<file path="src/rtl/core/tvp_pkg.sv">
// types, constants and codes shared by the velocity profiler modules
`default_nettype none

package tvp_pkg;

   localparam int TICK_RATE_HZ_DEF = 1000;

   localparam int DATA_W    = 32;
   localparam int SPD_W     = 31;
   localparam int OP_W      = 3;
   localparam int CSR_IDX_W = 3;

   localparam int MUL_A_W = 32;
   localparam int MUL_B_W = 33;
   localparam int PROD_W  = MUL_A_W + MUL_B_W;

   localparam logic signed [31:0] CRAWL_Q16  = 32'sd983040;
   localparam logic signed [32:0] FINISH_Q16 = 33'sd8192;
   localparam logic [31:0]        INV_ONE    = 32'h8000_0000;

   typedef enum logic [OP_W-1:0] {
      OP_TICK   = 3'd0,
      OP_START  = 3'd1,
      OP_STOP   = 3'd2,
      OP_CLEAR  = 3'd3,
      OP_ADJUST = 3'd4
   } op_type;

   typedef enum logic [CSR_IDX_W-1:0] {
      REG_MOVE_DISTANCE = 3'd0,
      REG_TOP_SPEED     = 3'd1,
      REG_END_SPEED     = 3'd2,
      REG_ACCEL_RATE    = 3'd3,
      REG_INV_ACCEL     = 3'd4
   } csr_reg_type;

   typedef enum logic [1:0] {
      PH_IDLE  = 2'd0,
      PH_ACCEL = 2'd1,
      PH_BRAKE = 2'd2,
      PH_DONE  = 2'd3
   } phase_type;

   typedef enum logic [4:0] {
      DP_NOP,
      DP_START,
      DP_STOP,
      DP_CLEAR,
      DP_ADJUST,
      DP_TICK_BEGIN,
      DP_FSQ_MUL,
      DP_DV_MUL,
      DP_DV_LOAD,
      DP_DIFF,
      DP_HI_MUL,
      DP_LO_MUL,
      DP_SUM,
      DP_BRAKE,
      DP_SPEED,
      DP_STEP_MUL,
      DP_POS
   } dp_op_type;

   typedef enum logic [3:0] {
      CS_IDLE,
      CS_FSQ_MUL,
      CS_DV_MUL,
      CS_DV_LOAD,
      CS_DIFF,
      CS_HI_MUL,
      CS_LO_MUL,
      CS_SUM,
      CS_BRAKE,
      CS_SPEED,
      CS_STEP_MUL,
      CS_POS,
      CS_RESP
   } ctl_state_type;

   typedef struct packed {
      dp_op_type op;
      logic      rsp_load;
   } dp_cmd_type;

endpackage

`default_nettype wire

</file>
<file path="src/rtl/core/tvp_mult.sv">
// shared registered unsigned multiplier
`default_nettype none

module tvp_mult (
   input  wire logic                        clock,
   input  wire logic [tvp_pkg::MUL_A_W-1:0] mul_a,
   input  wire logic [tvp_pkg::MUL_B_W-1:0] mul_b,
   output logic      [tvp_pkg::PROD_W-1:0]  prod
);
   import tvp_pkg::*;

   logic [PROD_W-1:0] prod_ff;
   logic [PROD_W-1:0] prod_in;

   always_comb begin
      prod_in = PROD_W'(mul_a) * PROD_W'(mul_b);
   end

   always_ff @(posedge clock) begin
      prod_ff <= prod_in;
   end

   assign prod = prod_ff;

endmodule

`default_nettype wire

</file>
<file path="src/rtl/core/tvp_datapath.sv">
// profile state, config registers, arithmetic steps and result registers
`default_nettype none

module tvp_datapath #(
   parameter int TICK_RATE_HZ = tvp_pkg::TICK_RATE_HZ_DEF
) (
   input  wire logic                          clock,
   input  wire logic                          reset,
   input  wire tvp_pkg::dp_cmd_type           cmd,
   input  wire logic                          csr_wr,
   input  wire logic [tvp_pkg::CSR_IDX_W-1:0] csr_index,
   input  wire logic [tvp_pkg::DATA_W-1:0]    csr_data,
   input  wire logic signed [31:0]            req_adjust_amount,
   output tvp_pkg::phase_type                 phase,
   output logic signed [31:0]                 rsp_speed_now,
   output logic signed [31:0]                 rsp_position_now,
   output logic signed [31:0]                 rsp_distance_left,
   output logic [1:0]                         rsp_phase_code,
   output logic                               rsp_done_flag
);
   import tvp_pkg::*;

   // exact floor(x / TICK_RATE_HZ) for x below 2^31 by one multiply and shift
   localparam int RATE_LOG  = $clog2(TICK_RATE_HZ);
   localparam int DIV_SHIFT = SPD_W + RATE_LOG;
   localparam logic [63:0] DIV_MULT_64 =
      ((64'd1 << DIV_SHIFT) + 64'(TICK_RATE_HZ) - 64'd1) / 64'(TICK_RATE_HZ);
   localparam logic [MUL_B_W-1:0] DIV_MULT = DIV_MULT_64[MUL_B_W-1:0];

   function automatic logic signed [31:0] sat32(input logic signed [32:0] x);
      if (x[32] != x[31]) begin
         sat32 = x[32] ? 32'sh8000_0000 : 32'sh7FFF_FFFF;
      end else begin
         sat32 = x[31:0];
      end
   endfunction

   // config registers
   logic signed [31:0] md_ff, md_in;
   logic [30:0]        top_ff, top_in;
   logic [30:0]        endsp_ff, endsp_in;
   logic [30:0]        accel_ff, accel_in;
   logic [31:0]        inv_cfg_ff, inv_cfg_in;

   // profile state
   phase_type          phase_ff, phase_in;
   logic signed [31:0] speed_ff, speed_in;
   logic signed [31:0] position_ff, position_in;
   logic signed [31:0] target_ff, target_in;
   logic [31:0]        goal_ff, goal_in;
   logic               reverse_ff, reverse_in;
   logic [30:0]        fin_ff, fin_in;
   logic [31:0]        inv_ff, inv_in;
   logic [30:0]        dv_ff, dv_in;
   logic [61:0]        f2_ff, f2_in;

   // per-tick work registers
   logic signed [32:0] rem_ff, rem_in;
   logic [46:0]        d_ff, d_in;
   logic [62:0]        a_ff, a_in;
   logic [47:0]        r_ff, r_in;

   // result registers
   logic signed [31:0] rsp_speed_ff, rsp_speed_in;
   logic signed [31:0] rsp_pos_ff, rsp_pos_in;
   logic signed [31:0] rsp_dist_ff, rsp_dist_in;
   logic [1:0]         rsp_phase_ff, rsp_phase_in;
   logic               rsp_done_ff, rsp_done_in;

   logic [MUL_A_W-1:0] mul_a;
   logic [MUL_B_W-1:0] mul_b;
   logic [PROD_W-1:0]  prod;

   logic [31:0]        speed_mag;
   logic [31:0]        pos_mag;
   logic signed [32:0] rem_now;
   logic [30:0]        fin_sel;
   logic signed [31:0] end_signed;
   logic signed [31:0] crawl_signed;
   logic [62:0]        v2;
   logic [62:0]        sq_diff;
   logic [79:0]        sum80;
   logic               brake_hit;
   logic [30:0]        quo;
   logic signed [31:0] step;
   logic signed [32:0] sp33, tg33, dv33, up33, dn33;
   logic signed [31:0] speed_next;

   tvp_mult u_mult (
      .clock (clock),
      .mul_a (mul_a),
      .mul_b (mul_b),
      .prod  (prod)
   );

   always_comb begin
      speed_mag    = speed_ff[31] ? 32'(-speed_ff) : 32'(speed_ff);
      pos_mag      = position_ff[31] ? 32'(-position_ff) : 32'(position_ff);
      rem_now      = $signed({1'b0, goal_ff}) - $signed({1'b0, pos_mag});
      fin_sel      = (endsp_ff > top_ff) ? top_ff : endsp_ff;
      end_signed   = reverse_ff ? -$signed({1'b0, fin_ff}) : $signed({1'b0, fin_ff});
      crawl_signed = reverse_ff ? -CRAWL_Q16 : CRAWL_Q16;
      v2           = prod[62:0];
      sq_diff      = (v2 >= {1'b0, f2_ff}) ? (v2 - {1'b0, f2_ff}) : ({1'b0, f2_ff} - v2);
      sum80        = {1'b0, a_ff, 16'd0} + {32'd0, prod[47:0]};
      brake_hit    = rem_ff[32] || ({16'd0, rem_ff[31:0]} < r_ff);
      quo          = 31'(prod >> DIV_SHIFT);
      step         = speed_ff[31] ? -$signed({1'b0, quo}) : $signed({1'b0, quo});
      sp33         = {speed_ff[31], speed_ff};
      tg33         = {target_ff[31], target_ff};
      dv33         = $signed({2'b00, dv_ff});
      up33         = sp33 + dv33;
      dn33         = sp33 - dv33;
      if (speed_ff < target_ff) begin
         speed_next = (up33 > tg33) ? target_ff : up33[31:0];
      end else if (speed_ff > target_ff) begin
         speed_next = (dn33 < tg33) ? target_ff : dn33[31:0];
      end else begin
         speed_next = speed_ff;
      end
   end

   // config writes
   always_comb begin
      md_in      = md_ff;
      top_in     = top_ff;
      endsp_in   = endsp_ff;
      accel_in   = accel_ff;
      inv_cfg_in = inv_cfg_ff;
      if (csr_wr) begin
         case (csr_index)
            REG_MOVE_DISTANCE: md_in      = csr_data;
            REG_TOP_SPEED:     top_in     = csr_data[30:0];
            REG_END_SPEED:     endsp_in   = csr_data[30:0];
            REG_ACCEL_RATE:    accel_in   = csr_data[30:0];
            REG_INV_ACCEL:     inv_cfg_in = csr_data;
            default: begin
            end
         endcase
      end
   end

   // profile steps
   always_comb begin
      phase_in    = phase_ff;
      speed_in    = speed_ff;
      position_in = position_ff;
      target_in   = target_ff;
      goal_in     = goal_ff;
      reverse_in  = reverse_ff;
      fin_in      = fin_ff;
      inv_in      = inv_ff;
      dv_in       = dv_ff;
      f2_in       = f2_ff;
      rem_in      = rem_ff;
      d_in        = d_ff;
      a_in        = a_ff;
      r_in        = r_ff;
      mul_a       = '0;
      mul_b       = '0;
      case (cmd.op)
         DP_START: begin
            reverse_in  = md_ff[31];
            goal_in     = md_ff[31] ? (~md_ff + 32'd1) : md_ff;
            position_in = '0;
            speed_in    = '0;
            target_in   = md_ff[31] ? -$signed({1'b0, top_ff}) : $signed({1'b0, top_ff});
            fin_in      = fin_sel;
            inv_in      = (inv_cfg_ff > INV_ONE) ? INV_ONE : inv_cfg_ff;
            phase_in    = PH_ACCEL;
         end
         DP_FSQ_MUL: begin
            mul_a = MUL_A_W'(fin_ff);
            mul_b = MUL_B_W'(fin_ff);
         end
         DP_DV_MUL: begin
            f2_in = prod[61:0];
            mul_a = MUL_A_W'(accel_ff);
            mul_b = DIV_MULT;
         end
         DP_DV_LOAD: begin
            dv_in = quo;
         end
         DP_STOP: begin
            target_in = '0;
            speed_in  = '0;
            phase_in  = PH_DONE;
         end
         DP_CLEAR: begin
            position_in = '0;
            speed_in    = '0;
            target_in   = '0;
            phase_in    = PH_IDLE;
         end
         DP_ADJUST: begin
            position_in = sat32({position_ff[31], position_ff}
                                + {req_adjust_amount[31], req_adjust_amount});
         end
         DP_TICK_BEGIN: begin
            rem_in = rem_now;
            mul_a  = speed_mag;
            mul_b  = MUL_B_W'(speed_mag);
         end
         DP_DIFF: begin
            d_in = sq_diff[62:16];
         end
         DP_HI_MUL: begin
            mul_a = MUL_A_W'(d_ff[46:16]);
            mul_b = MUL_B_W'(inv_ff);
         end
         DP_LO_MUL: begin
            a_in  = prod[62:0];
            mul_a = MUL_A_W'(d_ff[15:0]);
            mul_b = MUL_B_W'(inv_ff);
         end
         DP_SUM: begin
            r_in = sum80[79:32];
         end
         DP_BRAKE: begin
            if (brake_hit) begin
               phase_in  = PH_BRAKE;
               target_in = (fin_ff == '0) ? crawl_signed : end_signed;
            end
         end
         DP_SPEED: begin
            speed_in = speed_next;
         end
         DP_STEP_MUL: begin
            mul_a = speed_mag;
            mul_b = DIV_MULT;
         end
         DP_POS: begin
            position_in = sat32({position_ff[31], position_ff} + {step[31], step});
            if (phase_ff != PH_DONE && rem_ff < FINISH_Q16) begin
               phase_in  = PH_DONE;
               target_in = end_signed;
            end
         end
         default: begin
         end
      endcase
   end

   always_comb begin
      rsp_speed_in = rsp_speed_ff;
      rsp_pos_in   = rsp_pos_ff;
      rsp_dist_in  = rsp_dist_ff;
      rsp_phase_in = rsp_phase_ff;
      rsp_done_in  = rsp_done_ff;
      if (cmd.rsp_load) begin
         rsp_speed_in = speed_ff;
         rsp_pos_in   = position_ff;
         rsp_dist_in  = sat32(rem_now);
         rsp_phase_in = phase_ff;
         rsp_done_in  = (phase_ff == PH_DONE);
      end
   end

   always_ff @(posedge clock) begin
      if (reset) begin
         md_ff       <= '0;
         top_ff      <= '0;
         endsp_ff    <= '0;
         accel_ff    <= '0;
         inv_cfg_ff  <= INV_ONE;
         phase_ff    <= PH_IDLE;
         speed_ff    <= '0;
         position_ff <= '0;
         target_ff   <= '0;
         goal_ff     <= '0;
         reverse_ff  <= 1'b0;
         fin_ff      <= '0;
      end else begin
         md_ff       <= md_in;
         top_ff      <= top_in;
         endsp_ff    <= endsp_in;
         accel_ff    <= accel_in;
         inv_cfg_ff  <= inv_cfg_in;
         phase_ff    <= phase_in;
         speed_ff    <= speed_in;
         position_ff <= position_in;
         target_ff   <= target_in;
         goal_ff     <= goal_in;
         reverse_ff  <= reverse_in;
         fin_ff      <= fin_in;
      end
   end

   always_ff @(posedge clock) begin
      inv_ff       <= inv_in;
      dv_ff        <= dv_in;
      f2_ff        <= f2_in;
      rem_ff       <= rem_in;
      d_ff         <= d_in;
      a_ff         <= a_in;
      r_ff         <= r_in;
      rsp_speed_ff <= rsp_speed_in;
      rsp_pos_ff   <= rsp_pos_in;
      rsp_dist_ff  <= rsp_dist_in;
      rsp_phase_ff <= rsp_phase_in;
      rsp_done_ff  <= rsp_done_in;
   end

   assign phase             = phase_ff;
   assign rsp_speed_now     = rsp_speed_ff;
   assign rsp_position_now  = rsp_pos_ff;
   assign rsp_distance_left = rsp_dist_ff;
   assign rsp_phase_code    = rsp_phase_ff;
   assign rsp_done_flag     = rsp_done_ff;

   // speed ramp never passes its target
   assert property (@(posedge clock) disable iff (reset)
      (cmd.op == DP_SPEED && speed_ff <= target_ff) |=> speed_ff <= target_ff)
      else $error("speed overshot target while ramping up");

   assert property (@(posedge clock) disable iff (reset)
      (cmd.op == DP_SPEED && speed_ff >= target_ff) |=> speed_ff >= target_ff)
      else $error("speed overshot target while ramping down");

   // acceleration phase is entered only by a start
   assert property (@(posedge clock) disable iff (reset)
      (phase_ff == PH_ACCEL && $past(phase_ff) != PH_ACCEL) |-> $past(cmd.op) == DP_START)
      else $error("acceleration phase entered without start");

   assert property (@(posedge clock) disable iff (reset)
      (cmd.op == DP_POS && rem_ff < FINISH_Q16) |=> phase_ff == PH_DONE)
      else $error("move not finished inside finish window");

endmodule

`default_nettype wire

</file>
<file path="src/rtl/core/tvp_ctrl.sv">
// sequencer for the velocity profiler: operation decode, step order, result handoff
`default_nettype none

module tvp_ctrl (
   input  wire logic                     clock,
   input  wire logic                     reset,
   input  wire logic                     req_valid,
   output logic                          req_stall,
   input  wire logic [tvp_pkg::OP_W-1:0] req_operation,
   output logic                          rsp_valid,
   input  wire logic                     rsp_stall,
   input  wire tvp_pkg::phase_type       phase,
   output tvp_pkg::dp_cmd_type           cmd
);
   import tvp_pkg::*;

   ctl_state_type state_ff, state_in;
   logic          rsp_valid_ff, rsp_valid_in;
   logic          out_free;

   always_ff @(posedge clock) begin
      if (reset) begin
         state_ff     <= CS_IDLE;
         rsp_valid_ff <= 1'b0;
      end else begin
         state_ff     <= state_in;
         rsp_valid_ff <= rsp_valid_in;
      end
   end

   always_comb begin
      state_in     = state_ff;
      cmd.op       = DP_NOP;
      cmd.rsp_load = 1'b0;
      req_stall    = (state_ff != CS_IDLE);
      out_free     = !rsp_valid_ff || !rsp_stall;
      case (state_ff)
         CS_IDLE: begin
            if (req_valid) begin
               state_in = CS_RESP;
               case (req_operation)
                  OP_TICK: begin
                     if (phase != PH_IDLE) begin
                        cmd.op   = DP_TICK_BEGIN;
                        state_in = (phase == PH_ACCEL) ? CS_DIFF : CS_SPEED;
                     end
                  end
                  OP_START: begin
                     cmd.op   = DP_START;
                     state_in = CS_FSQ_MUL;
                  end
                  OP_STOP:   cmd.op = DP_STOP;
                  OP_CLEAR:  cmd.op = DP_CLEAR;
                  OP_ADJUST: cmd.op = DP_ADJUST;
                  default: begin
                  end
               endcase
            end
         end
         CS_FSQ_MUL: begin
            cmd.op   = DP_FSQ_MUL;
            state_in = CS_DV_MUL;
         end
         CS_DV_MUL: begin
            cmd.op   = DP_DV_MUL;
            state_in = CS_DV_LOAD;
         end
         CS_DV_LOAD: begin
            cmd.op   = DP_DV_LOAD;
            state_in = CS_RESP;
         end
         CS_DIFF: begin
            cmd.op   = DP_DIFF;
            state_in = CS_HI_MUL;
         end
         CS_HI_MUL: begin
            cmd.op   = DP_HI_MUL;
            state_in = CS_LO_MUL;
         end
         CS_LO_MUL: begin
            cmd.op   = DP_LO_MUL;
            state_in = CS_SUM;
         end
         CS_SUM: begin
            cmd.op   = DP_SUM;
            state_in = CS_BRAKE;
         end
         CS_BRAKE: begin
            cmd.op   = DP_BRAKE;
            state_in = CS_SPEED;
         end
         CS_SPEED: begin
            cmd.op   = DP_SPEED;
            state_in = CS_STEP_MUL;
         end
         CS_STEP_MUL: begin
            cmd.op   = DP_STEP_MUL;
            state_in = CS_POS;
         end
         CS_POS: begin
            cmd.op   = DP_POS;
            state_in = CS_RESP;
         end
         CS_RESP: begin
            if (out_free) begin
               cmd.rsp_load = 1'b1;
               state_in     = CS_IDLE;
            end
         end
         default: begin
            state_in = CS_IDLE;
         end
      endcase
      rsp_valid_in = cmd.rsp_load || (rsp_valid_ff && rsp_stall);
   end

   assign rsp_valid = rsp_valid_ff;

   // a waiting result is never overwritten
   assert property (@(posedge clock) disable iff (reset)
      cmd.rsp_load |-> !(rsp_valid_ff && rsp_stall))
      else $error("result register loaded while previous result stalled");

   // braking check only follows a full braking-distance sum
   assert property (@(posedge clock) disable iff (reset)
      state_ff == CS_BRAKE |-> $past(state_ff) == CS_SUM)
      else $error("brake decision without braking distance");

   assert property (@(posedge clock) disable iff (reset)
      state_ff == CS_DIFF |-> phase == PH_ACCEL)
      else $error("braking distance computed outside acceleration");

endmodule

`default_nettype wire

</file>
<file path="src/rtl/core/trapezoidal_velocity_profiler.sv">
// top level of the trapezoidal velocity profiler
//
//  channel  ports                                   handshake
//  request  req_operation, req_adjust_amount        req_valid / req_stall
//  result   rsp_speed_now, rsp_position_now,        rsp_valid / rsp_stall
//           rsp_distance_left, rsp_phase_code,
//           rsp_done_flag
//  config   csr_index, csr_data                     csr_valid / csr_ready
//
// one transaction at a time through a single shared multiplier
// tick while accelerating: braking distance steps, then speed, step mul and pos
// tick while braking or finished: speed, step mul, pos; start: fsq mul, dv mul, dv load
// each then loads its result; next request taken the cycle after its result is loaded
// a stalled result holds the block until it is taken
// synchronous reset clears the profile to idle and config to defaults
`default_nettype none

module trapezoidal_velocity_profiler #(
   parameter int TICK_RATE_HZ = tvp_pkg::TICK_RATE_HZ_DEF
) (
   input  wire logic                          clock,
   input  wire logic                          reset,
   input  wire logic                          req_valid,
   output logic                               req_stall,
   input  wire logic [tvp_pkg::OP_W-1:0]      req_operation,
   input  wire logic signed [31:0]            req_adjust_amount,
   output logic                               rsp_valid,
   input  wire logic                          rsp_stall,
   output logic signed [31:0]                 rsp_speed_now,
   output logic signed [31:0]                 rsp_position_now,
   output logic signed [31:0]                 rsp_distance_left,
   output logic [1:0]                         rsp_phase_code,
   output logic                               rsp_done_flag,
   input  wire logic                          csr_valid,
   output logic                               csr_ready,
   input  wire logic [tvp_pkg::CSR_IDX_W-1:0] csr_index,
   input  wire logic [tvp_pkg::DATA_W-1:0]    csr_data
);
   import tvp_pkg::*;

   dp_cmd_type cmd;
   phase_type  phase;
   logic       csr_wr;

   assign csr_ready = 1'b1;
   assign csr_wr    = csr_valid && csr_ready;

   tvp_ctrl u_ctrl (
      .clock         (clock),
      .reset         (reset),
      .req_valid     (req_valid),
      .req_stall     (req_stall),
      .req_operation (req_operation),
      .rsp_valid     (rsp_valid),
      .rsp_stall     (rsp_stall),
      .phase         (phase),
      .cmd           (cmd)
   );

   tvp_datapath #(
      .TICK_RATE_HZ (TICK_RATE_HZ)
   ) u_datapath (
      .clock             (clock),
      .reset             (reset),
      .cmd               (cmd),
      .csr_wr            (csr_wr),
      .csr_index         (csr_index),
      .csr_data          (csr_data),
      .req_adjust_amount (req_adjust_amount),
      .phase             (phase),
      .rsp_speed_now     (rsp_speed_now),
      .rsp_position_now  (rsp_position_now),
      .rsp_distance_left (rsp_distance_left),
      .rsp_phase_code    (rsp_phase_code),
      .rsp_done_flag     (rsp_done_flag)
   );

endmodule

`default_nettype wire

</file>
<file path="config.mk">
export PLATFORM = sky130hd
export DESIGN_NAME = trapezoidal_velocity_profiler
export DESIGN_NICKNAME = d
export VERILOG_FILES = /design/src/rtl/core/tvp_pkg.sv /design/src/rtl/core/tvp_mult.sv /design/src/rtl/core/tvp_datapath.sv /design/src/rtl/core/tvp_ctrl.sv /design/src/rtl/core/trapezoidal_velocity_profiler.sv
export SDC_FILE = /design/constraint.sdc
export NUM_CORES = 2
export LEC_CHECK = 0
export BUFFER_PORTS_ARGS = -buffer_cell sky130_fd_sc_hd__buf_4
export CAP_MARGIN = 20
export CELL_PAD_IN_SITES_DETAIL_PLACEMENT = 1
export CELL_PAD_IN_SITES_GLOBAL_PLACEMENT = 2
export CORE_MARGIN = 2
export CORE_UTILIZATION = 30
export CTS_CLUSTER_DIAMETER = 150
export DETAILED_ROUTE_END_ITERATION = 8
export GPL_ROUTABILITY_DRIVEN = 0
export GPL_TIMING_DRIVEN = 1
export PLACE_DENSITY_LB_ADDON = 0.1
export RECOVER_POWER = 25
export SETUP_SLACK_MARGIN = 0.4
export SLEW_MARGIN = 20
export SYNTH_ARGS = -nofsm -noshare
export SYNTH_HDL_FRONTEND = slang
export SYNTH_SLANG_ARGS = --single-unit
</file>
<file path="constraint.sdc">
create_clock -name clock -period 14.45 [get_ports clock]
set_input_delay 3.6125 -clock clock [delete_from_list [all_inputs] [get_ports clock]]
set_output_delay 3.6125 -clock clock [all_outputs]
set_load 0.1 [all_outputs]
</file>
* Word-level counts from Yosys, hierarchy flattened *
Cells that the tools add are included.

storage, ports and cells
  flip-flop bits (word level) = 797
  bits of input ports = 75

cells by class
  add/sub/neg operators = 14
  equal/unequal tests = 47
  reduce and logical (&&, ||, !) cells = 33
  multiply operators = 1
  multiplexer cells = 42
  $lt $le $gt $ge = 9
  bitwise gates (word level) = 1

operators by type and width
  kind                                                           count
  2-to-1 mux 32 bit                                              20
  one-hot mux 32 bit (4 select lines)                            2
  one-hot mux 32 bit (5 select lines)                            1
  one-hot mux 32 bit (3 select lines)                            1
  adder 79 x 48 -> 80 bit                                        1
  adder 32 x 32 -> 33 bit                                        2
  multiplier 32 x 32 -> 64 bit                                   1
  negator 31 -> 32 bit                                           2
  negator 32 bit                                                 2
  one-hot mux 32 bit (2 select lines)                            1
  greater-or-equal comparator 63 x 62 -> 1 bit                   1
  2-to-1 mux 63 bit                                              1
  subtractor 62 x 63 -> 63 bit                                   1
  subtractor 63 x 62 -> 63 bit                                   1
  one-hot mux 5 bit (12 select lines)                            1
  less-than comparator 32 x 48 -> 1 bit                          1
  one-hot mux 4 bit (12 select lines)                            1
  == test 5 x 4 -> 1 bit (second input constant)                 8
  adder 32 x 25 -> 33 bit                                        1
  greater-than comparator 33 x 32 -> 1 bit                       1
  less-than comparator 33 x 15 -> 1 bit (second input constant)  1
  less-than comparator 33 x 32 -> 1 bit                          1
  subtractor 32 x 25 -> 33 bit                                   1
  subtractor 32 x 32 -> 33 bit                                   1
  47 further kinds                                               93

* Longest topological paths before layout *
  word-level depth = 9
  gate-level depth with buffers = 40
  gate-level depth less buffers = 38

* Cells and area by module *
Synthesis repeated with hierarchy kept, for this count alone.

second synthesis, totals
  cells, all modules = 9754
  area total of the unflattened synthesis = 86629.3 µm²

by module, submodules not included
  module                         instances  sequential area each (µm²)  cells each  area each (µm²)
  tvp_datapath                   1          18637.9                     5739        50379.6
  tvp_mult                       1          1301.2                      3964        35861.9
  tvp_ctrl                       1          100.1                       49          376.6
  trapezoidal_velocity_profiler  1          0.0                         2           11.3

* Least setup slack after synthesis *
Ideal clock, no wire load.

  kind = input-to-reg
  from = input req_operation[1] (netlist name)
  to = register u_datapath.u_mult.prod_ff[52], in the netlist u_datapath.u_mult.prod[52]
  setup time = 0.121 ns
  stages = 36
  setup slack = 1.350 ns
  data arrival time = 12.979 ns
  cell sequence = nor2_1 o21ai_0 or3_1 clkbuf_1 inv_1 a21oi_1 clkbuf_1 buf_1 o2111ai_1 clkbuf_1 nand2_1 fa_1 inv_1 fa_1 inv_1 fa_1 fa_1 inv_1 fa_1 fa_1 fa_1 inv_1 fa_1 inv_1 ha_1 clkbuf_1 and3_1 nand3_1 or3_1 o221ai_1 a21oi_1 o31ai_1 a31oi_1 o21ai_0 a21oi_1 xnor2_1

on the way
  cells in the longest elaborated chain, start to end = 8
  elaborated cells on any way between the ends = 20
  classes of those cells = mul: 1; eq/ne: 10; mux: 5; reduce/logical: 4

ends and longest elaborated chain
  item                                                                                               RTL line                             text
  start, declared                                                                                    trapezoidal_velocity_profiler.sv:25  input wire logic [tvp_pkg::OP_W-1:0] req_operation,
  == test 3 bit, or another cell as far along                                                        tvp_ctrl.sv:41                       case (req_operation)
  one-hot mux 5 bit (5 select lines) (*)                                                             tvp_ctrl.sv:41
  2-to-1 mux 5 bit (*)                                                                               tvp_ctrl.sv:39                       if (req_valid) begin
  one-hot mux 5 bit (12 select lines) (*)                                                            tvp_ctrl.sv:37                       case (state_ff)
  == test 5 x 3 -> 1 bit / == test 5 x 4 -> 1 bit (equally long branches)                            tvp_datapath.sv:161                  case (cmd.op)
  OR reduction 2 bit (no source line)                                                                -
  one-hot mux 32 bit (5 select lines) / one-hot mux 32 bit (4 select lines) (equally long branches)  tvp_datapath.sv:161
  multiplier 32 x 32 -> 64 bit (*)                                                                   tvp_mult.sv:16                       prod_in = PROD_W'(mul_a) * PROD_W'(mul_b);
  via u_datapath.u_mult.prod_in[52]                                                                  tvp_mult.sv:13                       logic [PROD_W-1:0] prod_in;
  end signal, assigned                                                                               tvp_mult.sv:20                       prod_ff <= prod_in;
  end, declared                                                                                      tvp_mult.sv:12                       logic [PROD_W-1:0] prod_ff;

The timed path passes the listed nets; every way through them passes the cells marked *.
A chain may end at the register's enable or synchronous reset.

* Final worst setup path *
  from = input req_operation[1] (netlist name)
  to = register u_datapath.u_mult.prod_ff[55], in the netlist u_datapath.u_mult.prod[55]

The elaborated chain is that of the path after synthesis.

==> run metrics <==
post-CTS setup buffer count 0; Layout area overhead 11.6%; Final Hold Vio Count 0; first-pass GRT wire length about 540 mm; Leak Pwr between 40 and 50 nW; HP Class reg -> reg; critical path arrival around 14 ns; clock tree sinks approximately 800; die span in y roughly 530 um; Max clock buf depth 3; failing checks capacitance limit, slew limit; Buf/Inv on CP 8; Slew headroom -99.3%; Critical Path Start Type input pin; detailed-route wire length 373 mm; TritonCTS clock tree done; commonest cells in the netlist inv_1 (1336), nand2_1 (1268), fa_1 (901), nor2_1 (853), ha_1 (725); Seq cells post-synth 795; H-tree levels 3; min Tclk post-route 13.15 ns; Synth Cell Area around 84000 sq um; I/O Buffers approximately 180; layout cells sized above 1 a little under 7%; post-synth top area share 21.4%; final cell count without fillers 13.5k; Synth Instances 9646; worst endpoint required time between 15 and 20 ns; area of the core between 200000 and 300000 sq um; post-route clock period utilization between 90% and 100%; total CTS buffers between 100 and 150; num rows around 190; Crit path max-delay family adder cells; Slowest Stage Delay on Critical Path 0.84 ns; number of synthesized flops with an enable pin just over 400; vias per std cell 5.29; layout net count around 11k; Reg clk slew, reported paths roughly 0.060 ns; crit path max-delay cell type a21oi_4; Async SR Flop Fraction 0%; WP depth 33; Fillers 32.3k; max-slew violations between 200 and 250; initial core utilization 30.2%; fmax between 70 and 80 MHz; most common cell in the synthesized netlist inv_1; largest area contributor in the netlist fa_1; dpl ws roughly 0.64 ns; DRC violations left 0; CTS Root Cell clkbuf_16; maximum vdd drop about 0.18 mV; power per standard cell area between 100 and 150 nW/um^2; critical path capture point type register; Avg WL per Cell between 20 and 30 um; synth top area cells fa_1 (21%), edfxtp_1 (14%), ha_1 (11%), dfxtp_1 (9.2%), inv_1 (5.9%); Worst path most repeated cell fa_1; Vias 71.5k; Seq/Total Area, Yosys between 20% and 30%; RSZ-0062 raised after global routing false; Final Util 33.7%; largest net degree at the start of global routing 96; antenna violations before repair 24; worst hold stages 2; Ys Warns 0; # IOs approximately 180; CP Class in -> reg; min setup slack post-route approximately 1.3 ns; placed insts between 10k and 15k; DR pass1 iterations 6; max_cap viols 15; GRT Total Usage approximately 26%; outcome complete, but fails checks; power consumption roughly 13 mW; setup TNS after final layout 0 ns; vias in the first global route roughly 76k; worst slew pin tran ~3 ns; Finish-stage setup viols 0; FF-to-FF path depth 31; Synth Flop Type edfxtp_1; Worst Skew around 0.045 ns; Critical Path Fanout Max 30; detailed placement HPWL 307 mm; Mapped Avg Cell Area about 8.7 sq um; GRT overflow 0; Distinct cells, synth 90; die area roughly 290000 sq um; die width approximately 530 um; post_cts resized 0; cts hold-fix bufs 0; clock insertion delay at the later pin of the skew report about 0.77 ns; Post-DRT Antenna Nets 0; Initial DRC Count just under 5k
[power breakdown]
| group | leakage (nW) | internal [mW] | switching (mW) |
|---|---|---|---|
| clock | 1.69 | 1.53 | 1.15 |
| combinational | 32.4 | 1.94 | 4.76 |
| sequential | 6.91 | 2.87 | 0.324 |
| total | 41.0 | 6.35 | 6.23 |
[cell usage in the layout, fill, tap and decap left out, drive strengths merged, types with 25 or more instances in the layout]
cell,synthesis,routed
a211oi,131,131
a21o,193,193
a21oi,654,654
a22oi,35,35
a31oi,82,82
and2,70,70
and3,39,39
buf,53,376
clkbuf,425,168
clkinv,1,35
dfxtp,388,388
edfxtp,407,407
fa,901,901
ha,725,725
inv,1337,1349
maj3,31,31
mux2i,47,47
nand2,1268,1268
nand2b,64,64
nand3,94,94
nand4,108,108
nor2,854,854
nor2b,66,66
nor3,86,86
nor4,38,38
o2111a,38,38
o2111ai,49,49
o211ai,46,46
o21a,63,63
o21ai,362,362
o21bai,82,82
o22ai,25,25
o31ai,60,60
o41ai,26,26
or2,33,33
or3,53,53
or4,35,35
xnor2,269,269
xor2,170,170
[metrics by stage]
step | hold WS (ns) | area, sq um
2_1_floorplan | 0.424 | 84300
3_3_place_gp | 0.447 | 90700
3_5_place_dp | 0.452 | 90700
4_1_cts | 0.461 | 94200
5_1_grt | 0.474 | 94100
6_report | 0.465 | 94100
[final cells by class]
type	count	area, sq um	share of cell area [%]
diodes	10	25.0	0.0266
clock buffers	131	2770	2.95
clock inverters	59	689	0.733
inverters	1338	5020	5.34
multi-input cells	7042	57900	61.6
flip-flops and latches	795	20000	21.2
well taps	3724	4660	4.95
repair buffers	413	3010	3.20
[cell families (layout without fill, tap and decap cells)]
family / after synthesis / after routing / share of synthesized area, %
compound gates: 2042 / 2042 / 15.7
fa+ha+maj: 1657 / 1657 / 32.5
buf+inv: 1816 / 1941 / 8.13
flops: 795 / 795 / 23.7
xor+xnor: 439 / 439 / 4.56
mux: 54 / 54 / 0.652
simple gates: 2841 / 2841 / 14.7
other cells: 2 / 19 / 0.00891
[state kept, by name (all words and copies together), names as in the netlist, 4 cells and up]
register / cells
u_datapath.u_mult.prod: 64
u_datapath.a_ff: 63
u_datapath.f2_ff: 62
u_datapath.r_ff: 48
u_datapath.d_ff: 47
u_datapath.rem_ff: 33
u_datapath.goal_ff: 32
u_datapath.inv_cfg_ff: 32
u_datapath.inv_ff: 32
u_datapath.md_ff: 32
u_datapath.position_ff: 32
u_datapath.rsp_distance_left: 32
u_datapath.rsp_position_now: 32
u_datapath.rsp_speed_now: 32
u_datapath.speed_ff: 32
u_datapath.target_ff: 32
u_datapath.accel_ff: 31
u_datapath.endsp_ff: 31
u_datapath.fin_ff: 31
u_datapath.top_ff: 31
u_datapath.dv_ff: 23
u_ctrl.state_ff: 4
[tightest hold or removal path: stages (launching register included)]
cell	delay [ns]
dfxtp_1	0.31
nand2_1	0.05
a21oi_1	0.05
[per-layer routing]
metal  wire length [um]  global-route usage [%]  vias to the layer above  part of all wire (%)
li1                   -                       -                    32300                     -
met1             172000                    35.9                    37100                    46
met2             170000                    41.8                     1678                    45
met3              17200                    3.10                      424                   4.6
met4              14100                    8.59                        4                   3.8
met5                 34                       0                        -                0.0091
[path summary, 6_finish.rpt]
kind                                          endpoint                            startpoint  slack (ns)
setup / recovery    u_datapath.u_mult.prod[55]$_DFF_P_                      req_operation[1]        1.30
hold / removal    u_datapath.accel_ff[23]$_SDFFE_PP0P_  u_datapath.accel_ff[23]$_SDFFE_PP0P_        0.46
setup reg to reg    u_datapath.u_mult.prod[55]$_DFF_P_       u_ctrl.state_ff[1]$_SDFFE_PP0P_        2.28
hold reg to reg   u_datapath.accel_ff[23]$_SDFFE_PP0P_  u_datapath.accel_ff[23]$_SDFFE_PP0P_        0.46
No activity file was read; power rests on OpenSTA's default activity.
